## src/crwt_pkg.sv

```systemverilog
package crwt_pkg;

  localparam int CHAN_W = 8;
  localparam int SQ_W   = 2 * CHAN_W;
  localparam int DIST_W = SQ_W + 2;

  localparam logic [CHAN_W-1:0] CHAN_MAX = 8'd255;

  typedef enum logic [2:0] {
    REG_SOURCE_RED   = 3'd0,
    REG_SOURCE_GREEN = 3'd1,
    REG_SOURCE_BLUE  = 3'd2,
    REG_TARGET_RED   = 3'd3,
    REG_TARGET_GREEN = 3'd4,
    REG_TARGET_BLUE  = 3'd5,
    REG_MATCH_RADIUS = 3'd6
  } cfg_reg_t;

  // Per-channel partial result handed from the first stage to the second.
  typedef struct packed {
    logic [SQ_W-1:0]   dist_sq;
    logic [CHAN_W-1:0] shifted;
  } lane_t;

endpackage

```

## src/color_replace_with_tolerance_unit.sv

```systemverilog
// Color replacement with a Euclidean tolerance. One RGB pixel request is
// accepted per cycle while pixel_stall is low and gives exactly one result
// request, passing through an input register, a stage holding the
// per-channel squared distances and shifted channels, and a result register.
// A pixel whose squared distance to the source color is at most
// match_radius squared is moved by (target - source) per channel, clamped to
// 0..255, and flagged in was_matched; other pixels pass unchanged. Each stage
// holds its data while stalled and refills as soon as the stage ahead frees,
// so stalls on the output propagate back to pixel_stall without loss.
// Write configuration registers only while no pixel is in flight; writes to
// indexes beyond match_radius are ignored.
module color_replace_with_tolerance_unit
  import crwt_pkg::*;
(
  input  logic              clk,
  input  logic              rst,
  input  logic              pixel_valid,
  output logic              pixel_stall,
  input  logic [CHAN_W-1:0] pixel_red,
  input  logic [CHAN_W-1:0] pixel_green,
  input  logic [CHAN_W-1:0] pixel_blue,
  output logic              result_valid,
  input  logic              result_stall,
  output logic [CHAN_W-1:0] result_red,
  output logic [CHAN_W-1:0] result_green,
  output logic [CHAN_W-1:0] result_blue,
  output logic              was_matched,
  input  logic              cfg_valid,
  output logic              cfg_ready,
  input  logic [2:0]        cfg_index,
  input  logic [CHAN_W-1:0] cfg_data
);

  logic [CHAN_W-1:0] source_red, source_green, source_blue;
  logic [CHAN_W-1:0] target_red, target_green, target_blue;
  logic [CHAN_W-1:0] match_radius;
  logic [SQ_W-1:0]   radius_sq;

  logic              in_valid;
  logic [CHAN_W-1:0] in_red, in_green, in_blue;

  logic              mid_valid;
  logic [CHAN_W-1:0] mid_red, mid_green, mid_blue;
  lane_t             mid_lane_r, mid_lane_g, mid_lane_b;

  lane_t             lane_r, lane_g, lane_b;
  logic [DIST_W-1:0] dist_total;
  logic              matched;

  logic out_adv, mid_adv, in_adv;

  assign cfg_ready   = 1'b1;
  assign out_adv     = !result_valid || !result_stall;
  assign mid_adv     = !mid_valid || out_adv;
  assign in_adv      = !in_valid || mid_adv;
  assign pixel_stall = !in_adv;

  always_ff @(posedge clk) begin
    if (rst) begin
      source_red   <= '0;
      source_green <= '0;
      source_blue  <= '0;
      target_red   <= '0;
      target_green <= '0;
      target_blue  <= '0;
      match_radius <= '0;
    end else if (cfg_valid && cfg_ready) begin
      unique case (cfg_index)
        REG_SOURCE_RED:   source_red   <= cfg_data;
        REG_SOURCE_GREEN: source_green <= cfg_data;
        REG_SOURCE_BLUE:  source_blue  <= cfg_data;
        REG_TARGET_RED:   target_red   <= cfg_data;
        REG_TARGET_GREEN: target_green <= cfg_data;
        REG_TARGET_BLUE:  target_blue  <= cfg_data;
        REG_MATCH_RADIUS: match_radius <= cfg_data;
        default: ;
      endcase
    end
  end

  // Bound is registered from the radius register and follows it in the cycle after.
  always_ff @(posedge clk) begin
    radius_sq <= SQ_W'(match_radius) * SQ_W'(match_radius);
  end

  crwt_lane u_lane_r (.pix(in_red),   .src(source_red),   .dst(target_red),   .lane(lane_r));
  crwt_lane u_lane_g (.pix(in_green), .src(source_green), .dst(target_green), .lane(lane_g));
  crwt_lane u_lane_b (.pix(in_blue),  .src(source_blue),  .dst(target_blue),  .lane(lane_b));

  always_comb begin
    dist_total = DIST_W'(mid_lane_r.dist_sq) + DIST_W'(mid_lane_g.dist_sq)
               + DIST_W'(mid_lane_b.dist_sq);
    matched    = dist_total <= DIST_W'(radius_sq);
  end

  always_ff @(posedge clk) begin
    if (rst) begin
      in_valid     <= 1'b0;
      mid_valid    <= 1'b0;
      result_valid <= 1'b0;
    end else begin
      if (in_adv) begin
        in_valid <= pixel_valid;
      end
      if (mid_adv) begin
        mid_valid <= in_valid;
      end
      if (out_adv) begin
        result_valid <= mid_valid;
      end
    end
  end

  always_ff @(posedge clk) begin
    if (in_adv && pixel_valid) begin
      in_red   <= pixel_red;
      in_green <= pixel_green;
      in_blue  <= pixel_blue;
    end
    if (mid_adv && in_valid) begin
      mid_red    <= in_red;
      mid_green  <= in_green;
      mid_blue   <= in_blue;
      mid_lane_r <= lane_r;
      mid_lane_g <= lane_g;
      mid_lane_b <= lane_b;
    end
    if (out_adv && mid_valid) begin
      was_matched  <= matched;
      result_red   <= matched ? mid_lane_r.shifted : mid_red;
      result_green <= matched ? mid_lane_g.shifted : mid_green;
      result_blue  <= matched ? mid_lane_b.shifted : mid_blue;
    end
  end

endmodule

```

## src/crwt_lane.sv

```systemverilog
module crwt_lane
  import crwt_pkg::*;
(
  input  logic [CHAN_W-1:0] pix,
  input  logic [CHAN_W-1:0] src,
  input  logic [CHAN_W-1:0] dst,
  output lane_t             lane
);

  logic [CHAN_W-1:0] diff;
  logic [CHAN_W+1:0] sum;

  always_comb begin
    diff = (pix >= src) ? (pix - src) : (src - pix);
    // pix + dst - src lies in -255..510; bit 9 flags negative, bit 8 overflow
    sum  = {2'b00, pix} + {2'b00, dst} - {2'b00, src};
    lane.dist_sq = SQ_W'(diff) * SQ_W'(diff);
    if (sum[CHAN_W+1]) begin
      lane.shifted = '0;
    end else if (sum[CHAN_W]) begin
      lane.shifted = CHAN_MAX;
    end else begin
      lane.shifted = sum[CHAN_W-1:0];
    end
  end

endmodule

```

## config.mk

```make
export PLATFORM = sky130hd
export DESIGN_NAME = color_replace_with_tolerance_unit
export DESIGN_NICKNAME = d
export VERILOG_FILES = /design/src/crwt_pkg.sv /design/src/color_replace_with_tolerance_unit.sv /design/src/crwt_lane.sv
export SDC_FILE = /design/constraint.sdc
export NUM_CORES = 1
export LEC_CHECK = 0
export BUFFER_PORTS_ARGS = -buffer_cell sky130_fd_sc_hd__buf_2
export CAP_MARGIN = 20
export CORE_MARGIN = 2
export CORE_UTILIZATION = 51
export CTS_BUF_LIST = sky130_fd_sc_hd__clkbuf_16
export CTS_CLUSTER_DIAMETER = 40
export DETAILED_ROUTE_END_ITERATION = 7
export PLACE_DENSITY = 0.7
export SETUP_SLACK_MARGIN = 0.02
export SLEW_MARGIN = 20
export SYNTH_ARGS = -nofsm -noshare
export SYNTH_HDL_FRONTEND = slang
export SYNTH_SLANG_ARGS = --single-unit
```

## constraint.sdc

```tcl
create_clock -name clk -period 6.2 [get_ports clk]
set_input_delay 0.62 -clock clk [delete_from_list [all_inputs] [get_ports clk]]
set_output_delay 0.62 -clock clk [all_outputs]
set_load 0.01 [all_outputs]
```

# == Yosys cells after proc, flatten, opt, wreduce, memory -nomap -nowiden ==
# Cells that the tools add are included.
# totals
reg_bits,220
output_inout_bits,28
elab_cells,83
in_bits,40
# op_classes
n_mul,4
n_eq_ne,6
n_lt_le_gt_ge,4
mux,9
n_addsub,14
n_reduce_logical,19
# ops
cell,n
$mux 8,9
$mul 8x8->16,4
$sub 8x8->8,6
$sub 10x8->10,3
$add 8x8->9,3
$ge 8x8->1,3
$add 17x16->18,1
$le 18x16->1,1
$add 16x16->17,1
$reduce_and 2->1,7
$eq 3x3->1 const B,3
$eq 3x2->1 const B,2
$logic_not 1->1,5
$eq 3x1->1 const B,1
$logic_and 1x1->1,3
$logic_not 3->1,1
$logic_or 1x1->1,3

# == Longest topological paths before layout ==
# Gate-level depths: netlist of run 1.
# depth
depth_word,5
mapped_depth,29

# == Modules after synthesis ==
# From an unflattened synthesis of run 1, not the netlist that was laid out.
# hier_totals
cells_unflattened,1940
area_unflattened_um2,19084.6
# by_module_without_submodules
module,cells_per_inst,seq_area_each_um2,area_per_inst_um2,instances
color_replace_with_tolerance_unit,824,5835.6,10171.0,1
crwt_lane (u_lane_g),375,0.0,3006.6,1
crwt_lane (u_lane_r),375,0.0,3001.6,1
crwt_lane (u_lane_b),366,0.0,2905.3,1

# == Worst setup path before layout of run 1 ==
# OpenSTA, ideal clock, no wires.
# synth_path
path_kind,reg2reg
from,reg in_blue[0]
to,"reg mid_lane_b[23] (netlist name), data pin"
stages_incl_launch_ff,25
setup_slack_ns,-0.517
arrival_ns,6.455
period_less_slack_ns,6.717
path_cell_list,edfxtp_1 -> inv_1 -> ha_1 -> inv_1 -> fa_1 -> a21oi_1 -> o21ai_0 -> a211oi_1 -> a22oi_2 -> mux2i_1 -> xnor2_1 -> inv_1 -> nand2_1 -> fa_1 -> fa_1 -> fa_1 -> inv_1 -> fa_1 -> ha_1 -> a21o_1 -> a31o_2 -> and4_1 -> a2111oi_0 -> a21oi_1 -> xor2_1
# synth_lines
item,line,rtl
from (decl),color_replace_with_tolerance_unit.sv:40,"logic [CHAN_W-1:0] in_red, in_green, in_blue;"
from (signal assigned),color_replace_with_tolerance_unit.sv:118,in_blue <= pixel_blue;
to (signal assigned),color_replace_with_tolerance_unit.sv:126,mid_lane_b <= lane_b;
to (decl),color_replace_with_tolerance_unit.sv:44,"lane_t mid_lane_r, mid_lane_g, mid_lane_b;"

==> metrics, run 1 <==
# setup viols final=1; Hold Crit Start=pixel_blue[3]; Top Metal Used=met5; Worst setup SP type=flip-flop; CTS tree=done; die height=193 um; max-cap viol count=0; Worst Hold Depth=1; asr flop ratio synth=0; Worst Hold Class=primary input to flip-flop; final WL=41.2 mm; CP arrival=6.53 ns; cts bufs inserted=30; Total Routing Usage GR=0.219; final period utilization=1.00; Clock Tree Buf Depth=3; Reg2Reg Depth=24; hold endpoint=in_blue[3]; Critical R2R Launch=in_blue[0]; Area growth, synth to finish=19.1%; worst skew pair latency=0.58 ns; worst path required time=6.50 ns; Cell Rows=69; failing checks=negative setup slack; Post-Syn Instances=1,858; H-tree depth=1; wl on met1=17.7 mm; Cell Area, Synth=18,300 um2; Crit Reg-Reg Endpoint=mid_lane_b[23]; prevailing post-synth register cell=edfxtp_1; unrepaired setup endpoints after global routing=yes; vias in the first global route=13,955; routed vias=13,600; CP Capture Type=flip-flop; fin cells=2,560; DRT Pass-1 Iters=5; Met2 Wirelength=20.7 mm; first-pass GRT wire length=67.1 mm; Slew HR=0.240; share of layout cells above drive strength 1=0.199; CP Class=flip-flop to flip-flop; Final Hold Fails=0; status=finished, violations left; initial core utilization=0.516; DR WL met3=1.74 mm; CTS Hold Buffers Added=0; DP HPWL=31.7 mm; Mean Syn Cell Area=9.84 um2; Inst Count DP=2,470; initial drt markers=660; routability cong.=0.886; flops & latches, synth=216; Cell variety after synth=70; Fin Setup TNS=-0.0231 ns; Worst Path Max Fanout=4; commonest non-fill, non-tap cell in the layout=inv_1; total of warnings raised by yosys=0; Post-DRT Antenna Nets=0; largest net degree at the start of global routing=62; worst slew pin tran=1.14 ns; Sink Count=216; post-route setup slack=-0.0231 ns; Worst Skew=0.0394 ns; GR Overflow Total=0; Slew Viols, Final=0; reg2reg setup slack=-0.02 ns; CTS root buffer=clkbuf_16; Avg WL per Cell=16.1 um; core area=35,400 um2; most frequent cells in the layout=271 x inv_1, 224 x ha_1, 161 x nand2_1, 161 x a21oi_1, 142 x edfxtp_1; Layout Nets=2,476; minimum clock period=6.22 ns; # IOs=68; # DRC=0; post-synthesis sequential area ratio=0.314; Post-synth EDFFs=142; Max Fclk=161 MHz; Die ar.=37,400 um2; Die Width=193 um; port buffer count=66; initial antenna violation count=5; clock slew at reported path FFs=0.07 ns; DR vias/cell=5.31
==> Yosys cell counts, drive strengths merged (2+ instances only) <==
library cell | count | share of area
inv | 278 | 0.057
a211oi | 8 | 0.0033
conb | 2 | 0.00041
nor4 | 3 | 0.0010
o21ai | 29 | 0.0086
a21boi | 5 | 0.0021
o211a | 3 | 0.0016
or2 | 17 | 0.0058
nand2b | 12 | 0.0041
fa | 128 | 0.14
ha | 236 | 0.16
dfxtp | 74 | 0.081
o211ai | 2 | 0.00082
a31oi | 8 | 0.0027
and3 | 13 | 0.0045
mux2i | 18 | 0.011
o21a | 10 | 0.0041
a21oi | 177 | 0.049
and2 | 15 | 0.0051
buf | 6 | 0.0021
nand4 | 4 | 0.0014
edfxtp | 142 | 0.23
o31ai | 4 | 0.0016
nor3 | 17 | 0.0047
a221oi | 6 | 0.0038
a31o | 3 | 0.0014
or3 | 5 | 0.0018
nand2 | 165 | 0.034
xnor2 | 93 | 0.045
xor2 | 36 | 0.018
a2111oi | 3 | 0.0014
o21bai | 22 | 0.0090
mux2 | 30 | 0.018
nor2 | 145 | 0.030
nor2b | 30 | 0.010
a21o | 53 | 0.022
nand3 | 14 | 0.0038
o311ai | 2 | 0.0019
a41oi | 3 | 0.0014
clkbuf | 22 | 0.0045
==> cells by family (layout without fill, tap and decap cells) <==
family / Yosys count / count (layout) / synth area share
AND/OR/NAND/NOR: 444 / 444 / 0.108
adder cells (fa/ha/maj): 364 / 364 / 0.302
buffers and inverters: 306 / 538 / 0.0637
flip-flops: 216 / 216 / 0.314
XOR/XNOR: 129 / 129 / 0.0626
AO/OA/AOI/OAI: 349 / 349 / 0.120
other: 2 / 11 / 0.000411
multiplexers: 48 / 48 / 0.0290
==> critical path, stage by stage (launching register included) <==
cell	delay (ns)
edfxtp_1	0.39
inv_1	0.08
ha_2	0.18
inv_2	0.04
fa_2	0.37
a21oi_2	0.18
o21ai_2	0.09
a211oi_2	0.28
a22oi_2	0.13
buf_6	0.16
mux2i_4	0.20
xor2_4	0.18
or2_4	0.25
fa_2	0.56
fa_1	0.43
fa_1	0.51
inv_2	0.04
fa_1	0.54
ha_4	0.22
a21o_1	0.17
a31o_2	0.22
and4_4	0.19
a2111oi_4	0.30
a21oi_2	0.10
xor2_1	0.15
==> per-stage QoR <==
stage,instance area (um2),setup WS (ns),hold WS [ns],util
2_1_floorplan,18400,0.0220,0.329,-
3_3_place_gp,20000,-0.117,0.444,0.566
3_5_place_dp,20000,-0.268,0.454,0.566
4_1_cts,21200,-0.0257,0.191,0.600
5_1_grt,21800,-0.272,0.199,0.615
6_report,21800,-0.0231,0.209,0.615
==> what timing repair did <==
item / CTS / global route
buffers inserted: 10 / 21
hold endpoints to repair: 0 / 0
setup endpoints to repair: 12 / 17
gates resized for setup: 22 / 92
pin swaps: 15 / 60
==> registers in the layout (all words and copies together) (netlist names), 15 cells and up <==
register / count
mid_lane_b: 23
mid_lane_g: 23
mid_lane_r: 23
radius_sq: 15
==> metal layers <==
layer | global-route usage | vias to the layer above
met3 | 0.0274 | 74
met4 | 0.0585 | 4
met5 | 0 | -
met1 | 0.281 | 6584
met2 | 0.389 | 279
li1 | - | 6659
==> worst max-delay path by stage <==
stage | start | end | slack (ns) | cells after the start
after floorplan | in_red[0] | mid_lane_r[20] | 0.02 | 25
after global placement | in_blue[0] | mid_lane_b[23] | -0.12 | 24
after detailed placement | in_blue[0] | mid_lane_b[23] | -0.27 | 24
after CTS | in_blue[0] | mid_lane_b[23] | -0.03 | 24
after global routing | in_blue[0] | mid_lane_b[23] | -0.27 | 30
final | in_blue[0] | mid_lane_b[23] | -0.02 | 24
==> cell type report <==
| class | instances | area, um2 |
|---|---|---|
| Fill cell | 2881 | 13600 |
| Multi-Input combinational cell | 1342 | 12000 |
| Sequential cell | 216 | 5750 |
| Timing Repair Buffer | 204 | 1400 |
| Inverter | 278 | 1040 |
| Clock buffer | 30 | 751 |
| Tap cell | 461 | 577 |
| Clock inverter | 26 | 264 |
| Antenna cell | 3 | 7.51 |
Power of run 1 is left out: the tool's default activity adds up to more than one toggle a clock period on the data nets, which glitch-free logic cannot reach.
==> run 2, diff against run 1 <==
--- a/config.mk
+++ b/config.mk
@@ -13,6 +13,7 @@
 export CTS_CLUSTER_DIAMETER = 40
 export DETAILED_ROUTE_END_ITERATION = 7
 export PLACE_DENSITY = 0.7
+export REMOVE_ABC_BUFFERS = 1
 export SETUP_SLACK_MARGIN = 0.02
 export SLEW_MARGIN = 20
 export SYNTH_ARGS = -nofsm -noshare
==> metrics, run 2 (synthesis gave the netlist of run 1 again) <==
cts bufs inserted=31 (+3.3%); minimum clock period=6.35 ns (+0.122 ns); initial core utilization=0.516 (unchanged); vias in the first global route=13,914 (-0.29%); CP arrival=6.66 ns (+0.13 ns); most frequent cells in the layout=262 x inv_1, 223 x ha_1, 195 x buf_4, 164 x nand2_1, 161 x a21oi_1; Antenna diodes=0 (-3); GR Overflow Total=0 (unchanged); Post-DRT Antenna Nets=0 (unchanged); Worst Hold Class=primary input to flip-flop; Final Hold Fails=0 (unchanged); worst slew pin tran=1.04 ns (-0.0968 ns); # IOs=68 (unchanged); DP HPWL=32.2 mm (+1.5%); Worst Skew=0.0165 ns (-0.0229 ns); CP max-delay cell=fa_2; H-tree depth=1 (unchanged); Clock Tree Buf Depth=3 (unchanged); worst skew pair latency=0.57 ns (about the same); largest net degree at the start of global routing=78 (+26%); final WL=41.9 mm (+1.6%); largest registers=mid_lane_b x23, mid_lane_g x23, mid_lane_r x23; DR vias/cell=5.25 (-1.1%); CTS root buffer=clkbuf_16; # DRC=0 (unchanged); commonest non-fill, non-tap cell in the layout=inv_1; Area growth, synth to finish=23.3%; Cell Rows=69 (unchanged); area post-placement=20,400 um2 (+1.8%); routed vias=13,807 (+1.5%); Fin Setup TNS=-0.263 ns (-0.240 ns); CP Capture Type=flip-flop; clock slew at reported path FFs=0.06 ns (about the same); CP Class=flip-flop to flip-flop; Die Width=193 um (unchanged); max-cap viol count=0 (unchanged); first-pass GRT wire length=67.4 mm (+0.49%); initial antenna violation count=0 (-5); failing checks=negative setup slack; worst path required time=6.51 ns (about the same); status=finished, violations left; Worst setup SP type=flip-flop; final period utilization=1.02 (+0.0197); Worst Path Max Fanout=5 (+1); Total Routing Usage GR=0.219 (+0.000666); routability cong.=0.889 (+0.38%); Sink Count=216 (unchanged); CTS Hold Buffers Added=0 (unchanged); Max Fclk=158 MHz (-1.9%); core area=35,400 um2 (unchanged); slowest stage delay, CP=0.59 ns (+0.03 ns); port buffer count=66 (unchanged); Die ar.=37,400 um2 (unchanged); Slew Viols, Final=0 (unchanged); Slew HR=0.299 (+0.0592); initial drt markers=606 (-8.2%); # setup viols final=3 (+2); Avg WL per Cell=15.9 um (-1.0%); critical path's most frequent cell=inv_1; unrepaired setup endpoints after global routing=yes; die height=193 um (unchanged); post-route setup slack=-0.145 ns (-0.122 ns); DRT Pass-1 Iters=5 (unchanged); CTS tree=done; post-route design area=22,500 um2 (+3.6%); share of layout cells above drive strength 1=0.235 (+0.0359); Layout Nets=2,546 (+2.8%)
[run 2: cell types whose count changed in the layout (fill, tap and decap cells not counted), moves of 4 or more]
cell | previous run | this run
buf_4 | 130 | 195
inv_1 | 271 | 262
fa_1 | 122 | 116
fa_2 | 6 | 12
inv_2 | 12 | 17
ha_4 | 7 | 11
nor2_4 | 1 | 5
[run 2: final cells by class]
class	instances	area, um2
clock inverter	26	333
fill	2771	12800
multi-input combinational	1342	12100
timing repair buffer	273	1950
sequential	216	5750
clock buffer	32	801
tap	461	577
inverter	278	1040
[run 2: worst max-delay path, delay by kind of cell, from the launching register on]
family                     cells  cell delay, ns
muxes                          1            0.34
and+or+nand+nor                2            0.22
adders and majority gates      6            2.48
buffers and inverters          7            0.64
xor gates and xnor gates       4            0.62
AOI/OAI and AO/OA              8            1.41
DFF                            1            0.40
[run 2: repair_timing]
| item | 4_1_cts | 5_1_grt |
|---|---|---|
| setup endpoints to repair | 12 | 18 |
| pin swaps | 39 | 97 |
| cloned | 0 | 0 |
| buffers inserted | 6 | 32 |
| endpoints found under the hold margin | 0 | 0 |
| resized for setup | 52 | 112 |
[run 2: metrics by stage]
step                      setup slack, ns  cells  utilization  hold slack (ns)
after floorplan                    -0.517   1836            -            0.430
after global placement             -0.341   2535        0.576            0.443
after detailed placement           -0.552   2535        0.576            0.450
after CTS                         -0.0290   2599        0.616            0.199
after global routing               -0.361   2628        0.637            0.208
final                              -0.145   2628        0.637            0.222
[run 2: path summary, 6_finish.rpt]
| path | startpoint | cells after the start | slack, ns | end |
|---|---|---|---|---|
| worst min register to register | source_green[7] | 2 | 0.46 | source_green[7] |
| worst max-delay path | in_blue[0] | 28 | -0.15 | mid_lane_b[23] |
| worst min-delay path | pixel_red[1] | 1 | 0.22 | in_red[1] |
| worst max register to register | in_blue[0] | 28 | -0.15 | mid_lane_b[23] |
[run 2: per-layer routing]
metal	up-vias	routed length, um	GRT usage
li1	6790	-	-
met1	6635	18100	0.288
met2	318	20800	0.380
met3	64	1950	0.0267
met4	0	1000	0.0650
met5	-	0	0
Power of run 2 is left out for the same reason.
==> run 3, diff against run 2 <==
--- a/config.mk
+++ b/config.mk
@@ -5,6 +5,7 @@
 export SDC_FILE = /design/constraint.sdc
 export NUM_CORES = 1
 export LEC_CHECK = 0
+export ABC_AREA = 1
 export BUFFER_PORTS_ARGS = -buffer_cell sky130_fd_sc_hd__buf_2
 export CAP_MARGIN = 20
 export CORE_MARGIN = 2
@@ -18,4 +19,5 @@
 export SLEW_MARGIN = 20
 export SYNTH_ARGS = -nofsm -noshare
 export SYNTH_HDL_FRONTEND = slang
+export SYNTH_HIERARCHICAL = 1
 export SYNTH_SLANG_ARGS = --single-unit
==> metrics, run 3 <==
largest registers=mid_lane_b x24, mid_lane_g x24, mid_lane_r x24; Antenna diodes=0 (unchanged); Slew Viols, Final=0 (unchanged); DRT Pass-1 Iters=6 (+1); Static Leak=0.0109 uW; die height=202 um (+4.3%); commonest non-fill, non-tap cell in the layout=nand2_1; Worst setup SP type=flip-flop; initial drt markers=865 (+43%); Post-DRT Antenna Nets=0 (unchanged); Clock Tree Buf Depth=3 (unchanged); Sink Count=219 (+1.4%); Post-Syn Instances=2,390 (+29%); simple-gate area share of the yosys netlist=0.200 (+0.0921); Total Routing Usage GR=0.219 (about the same); routed vias=15,004 (+8.7%); Area growth, synth to finish=10.2%; maximum VDD drop=0.607 mV; Max Fclk=173 MHz (+9.8%); H-tree depth=2 (+1); Area contributors post-synth=edfxtp_1 22%, fa_1 15%, ha_1 14%; post-synthesis sequential area ratio=0.293 (-0.0216); Slew HR=0.507 (+0.208); DP HPWL=34.3 mm (+6.4%); CTS tree=done; Mean Syn Cell Area=8.34 um2 (-15%); clock slew at reported path FFs=0.06 ns (about the same); Worst Hold Class=primary input to flip-flop; # DRC=0 (unchanged); post-route design area=22,000 um2 (-2.6%); area post-placement=20,700 um2 (+1.5%); proportion of synthesized area in mux cells=0 (-0.0290); Worst Skew=0.0295 ns (+0.0131 ns); Synth Area in Adders=0.285 (-0.0167); core area=38,600 um2 (+9.2%); Synth Area in Compound Gates=0.0666 (-0.0536); Pwr Density=599 nW/um2; Die Width=202 um (+4.3%); port buffer count=66 (unchanged); share of layout cells above drive strength 1=0.0950 (-0.140); total of warnings raised by yosys=6 (+6); unrepaired setup endpoints after global routing=no; final WL=43.5 mm (+3.8%); Cell Area, Synth=19,900 um2 (+9.1%); # setup viols final=0 (-3); Cell Rows=72 (+4.3%); # IOs=68 (unchanged); post-route setup slack=0.421 ns (+0.566 ns); Synth top cells by count=561 x nand2_1, 491 x inv_1, 219 x ha_1, 147 x fa_1; setup bufs post-CTS=0 (-6); Post-Synth XOR/XNOR Area=0.0473 (-0.0153); Post-synth EDFFs=145 (+2.1%); DR WL met3=1.87 mm (-4.0%); Met2 Wirelength=20.7 mm (-0.49%); vias in the first global route=14,861 (+6.8%); worst path required time=6.46 ns (-0.05 ns); dpl ws=0.386 ns (+0.939 ns); Fin Setup TNS=0 ns (+0.263 ns); Worst Path Max Fanout=7 (+2); initial antenna violation count=0 (unchanged); post-synth top area share=0.218 (-0.0149); max-cap viol count=0 (unchanged); final period utilization=0.932 (-0.0912); first-pass GRT wire length=72.7 mm (+7.9%); flops & latches, synth=219 (+1.4%); CP Class=flip-flop to flip-flop; Die ar.=40,700 um2 (+8.9%); Final Hold Fails=0 (unchanged); CTS root buffer=clkbuf_16; Layout Nets=2,865 (+13%); most common cell in the netlist=nand2_1; largest net degree at the start of global routing=60 (-23%); routability cong.=0.929 (+4.4%); Avg WL per Cell=14.5 um (-9.2%); largest family of logic cells by synthesized area=adder cells; Top Metal Used=met4; CP arrival=6.04 ns (-0.62 ns); asr flop ratio synth=0 (unchanged); status=completed; worst skew pair latency=0.53 ns (-0.04 ns); hold_ws=0.264 ns (+0.0423 ns); DR vias/cell=5.00 (-4.9%); most frequent cells in the layout=561 x nand2_1, 493 x inv_1, 219 x ha_1, 147 x fa_1, 145 x edfxtp_1; worst slew pin tran=0.737 ns (-0.306 ns); CP Capture Type=flip-flop; Cell variety after synth=46 (-34%); minimum clock period=5.78 ns (-0.566 ns); initial core utilization=0.516 (-0.000576); wl on met1=20.1 mm (+10%); GR Overflow Total=0 (unchanged); cts bufs inserted=34 (+9.7%); prevailing post-synth register cell=edfxtp_1; dominant cell type by area after synthesis=edfxtp_1
[run 3: cell types whose count changed after synthesis, moves of 23 or more]
cell,before,now
xnor2_1,92,46
nor2b_1,30,0
a21oi_1,176,145
nand2_1,165,561
nand2_2,0,30
mux2_2,30,0
inv_1,277,491
xor2_1,35,58
nand3_1,14,107
a21o_1,52,7
[run 3: stage by stage]
stage	cells	utilization	power, uW
2_1_floorplan	2353	-	8820
3_3_place_gp	2940	0.536	10900
3_5_place_dp	2940	0.536	11200
4_1_cts	3002	0.566	13200
5_1_grt	3003	0.568	14500
6_report	3003	0.568	13200
[run 3: cell type report]
cell class                 instances  area [um2]
multi-input combinational       1628       12000
sequential                       219        5840
timing repair buffer              70         383
inverter                         506        1900
tap                              518         648
clock inverter                    27         303
fill                            3425       16700
clock buffer                      35         876
[run 3: power by group]
group          switching, uW  leakage (uW)  internal, uW
registers                150       0.00197          2240
clock network            741      0.000581          1190
logic                   5610       0.00838          3240
total                   6500        0.0109          6670
[run 3: critical path: stages (launching register included)]
cell,delay (ns)
edfxtp_1,0.44
inv_1,0.09
ha_1,0.14
inv_1,0.06
fa_1,0.42
nand3_1,0.11
nand3_1,0.12
nand2_2,0.12
nand2_2,0.07
nor2_4,0.13
nand2_1,0.17
nand2_4,0.18
nor2_2,0.08
fa_1,0.51
fa_1,0.54
inv_1,0.05
fa_1,0.50
fa_1,0.54
inv_1,0.04
ha_1,0.34
a21oi_1,0.21
a21boi_1,0.25
o21ai_0,0.16
nand2_1,0.11
nand2_1,0.06
nand2_1,0.05
nand2_1,0.04
[run 3: logic make-up (layout without fill, tap and decap cells)]
group	Yosys count	in the layout
compound gates	235	235
flops	219	219
xor+xnor	106	106
buf+inv	543	638
simple gates	917	917
other cells	4	4
fa+ha+maj	366	366
[run 3: path summary, 6_finish.rpt]
check | start | end | slack [ns] | depth (start not counted)
worst min-delay path | pixel_blue[4] | in_blue[4] | 0.26 | 1
worst max-delay path | in_blue[0] | mid_lane_b[21] | 0.42 | 26
worst min register to register | target_blue[2] | target_blue[2] | 0.46 | 2
worst max register to register | in_blue[0] | mid_lane_b[21] | 0.42 | 26
[run 3: per-layer routing]
| layer | GRT usage | vias to the layer above |
|---|---|---|
| met5 | 0 | - |
| met4 | 0.0601 | 0 |
| met3 | 0.0254 | 58 |
| met2 | 0.371 | 345 |
| met1 | 0.298 | 7005 |
| li1 | - | 7596 |
[run 3: repair_timing]
| action | CTS | global route |
|---|---|---|
| setup endpoints to repair | 0 | 11 |
| hold buffers | 0 | 0 |
| resized for setup | 0 | 15 |
Power figures use the tool's default switching activity.
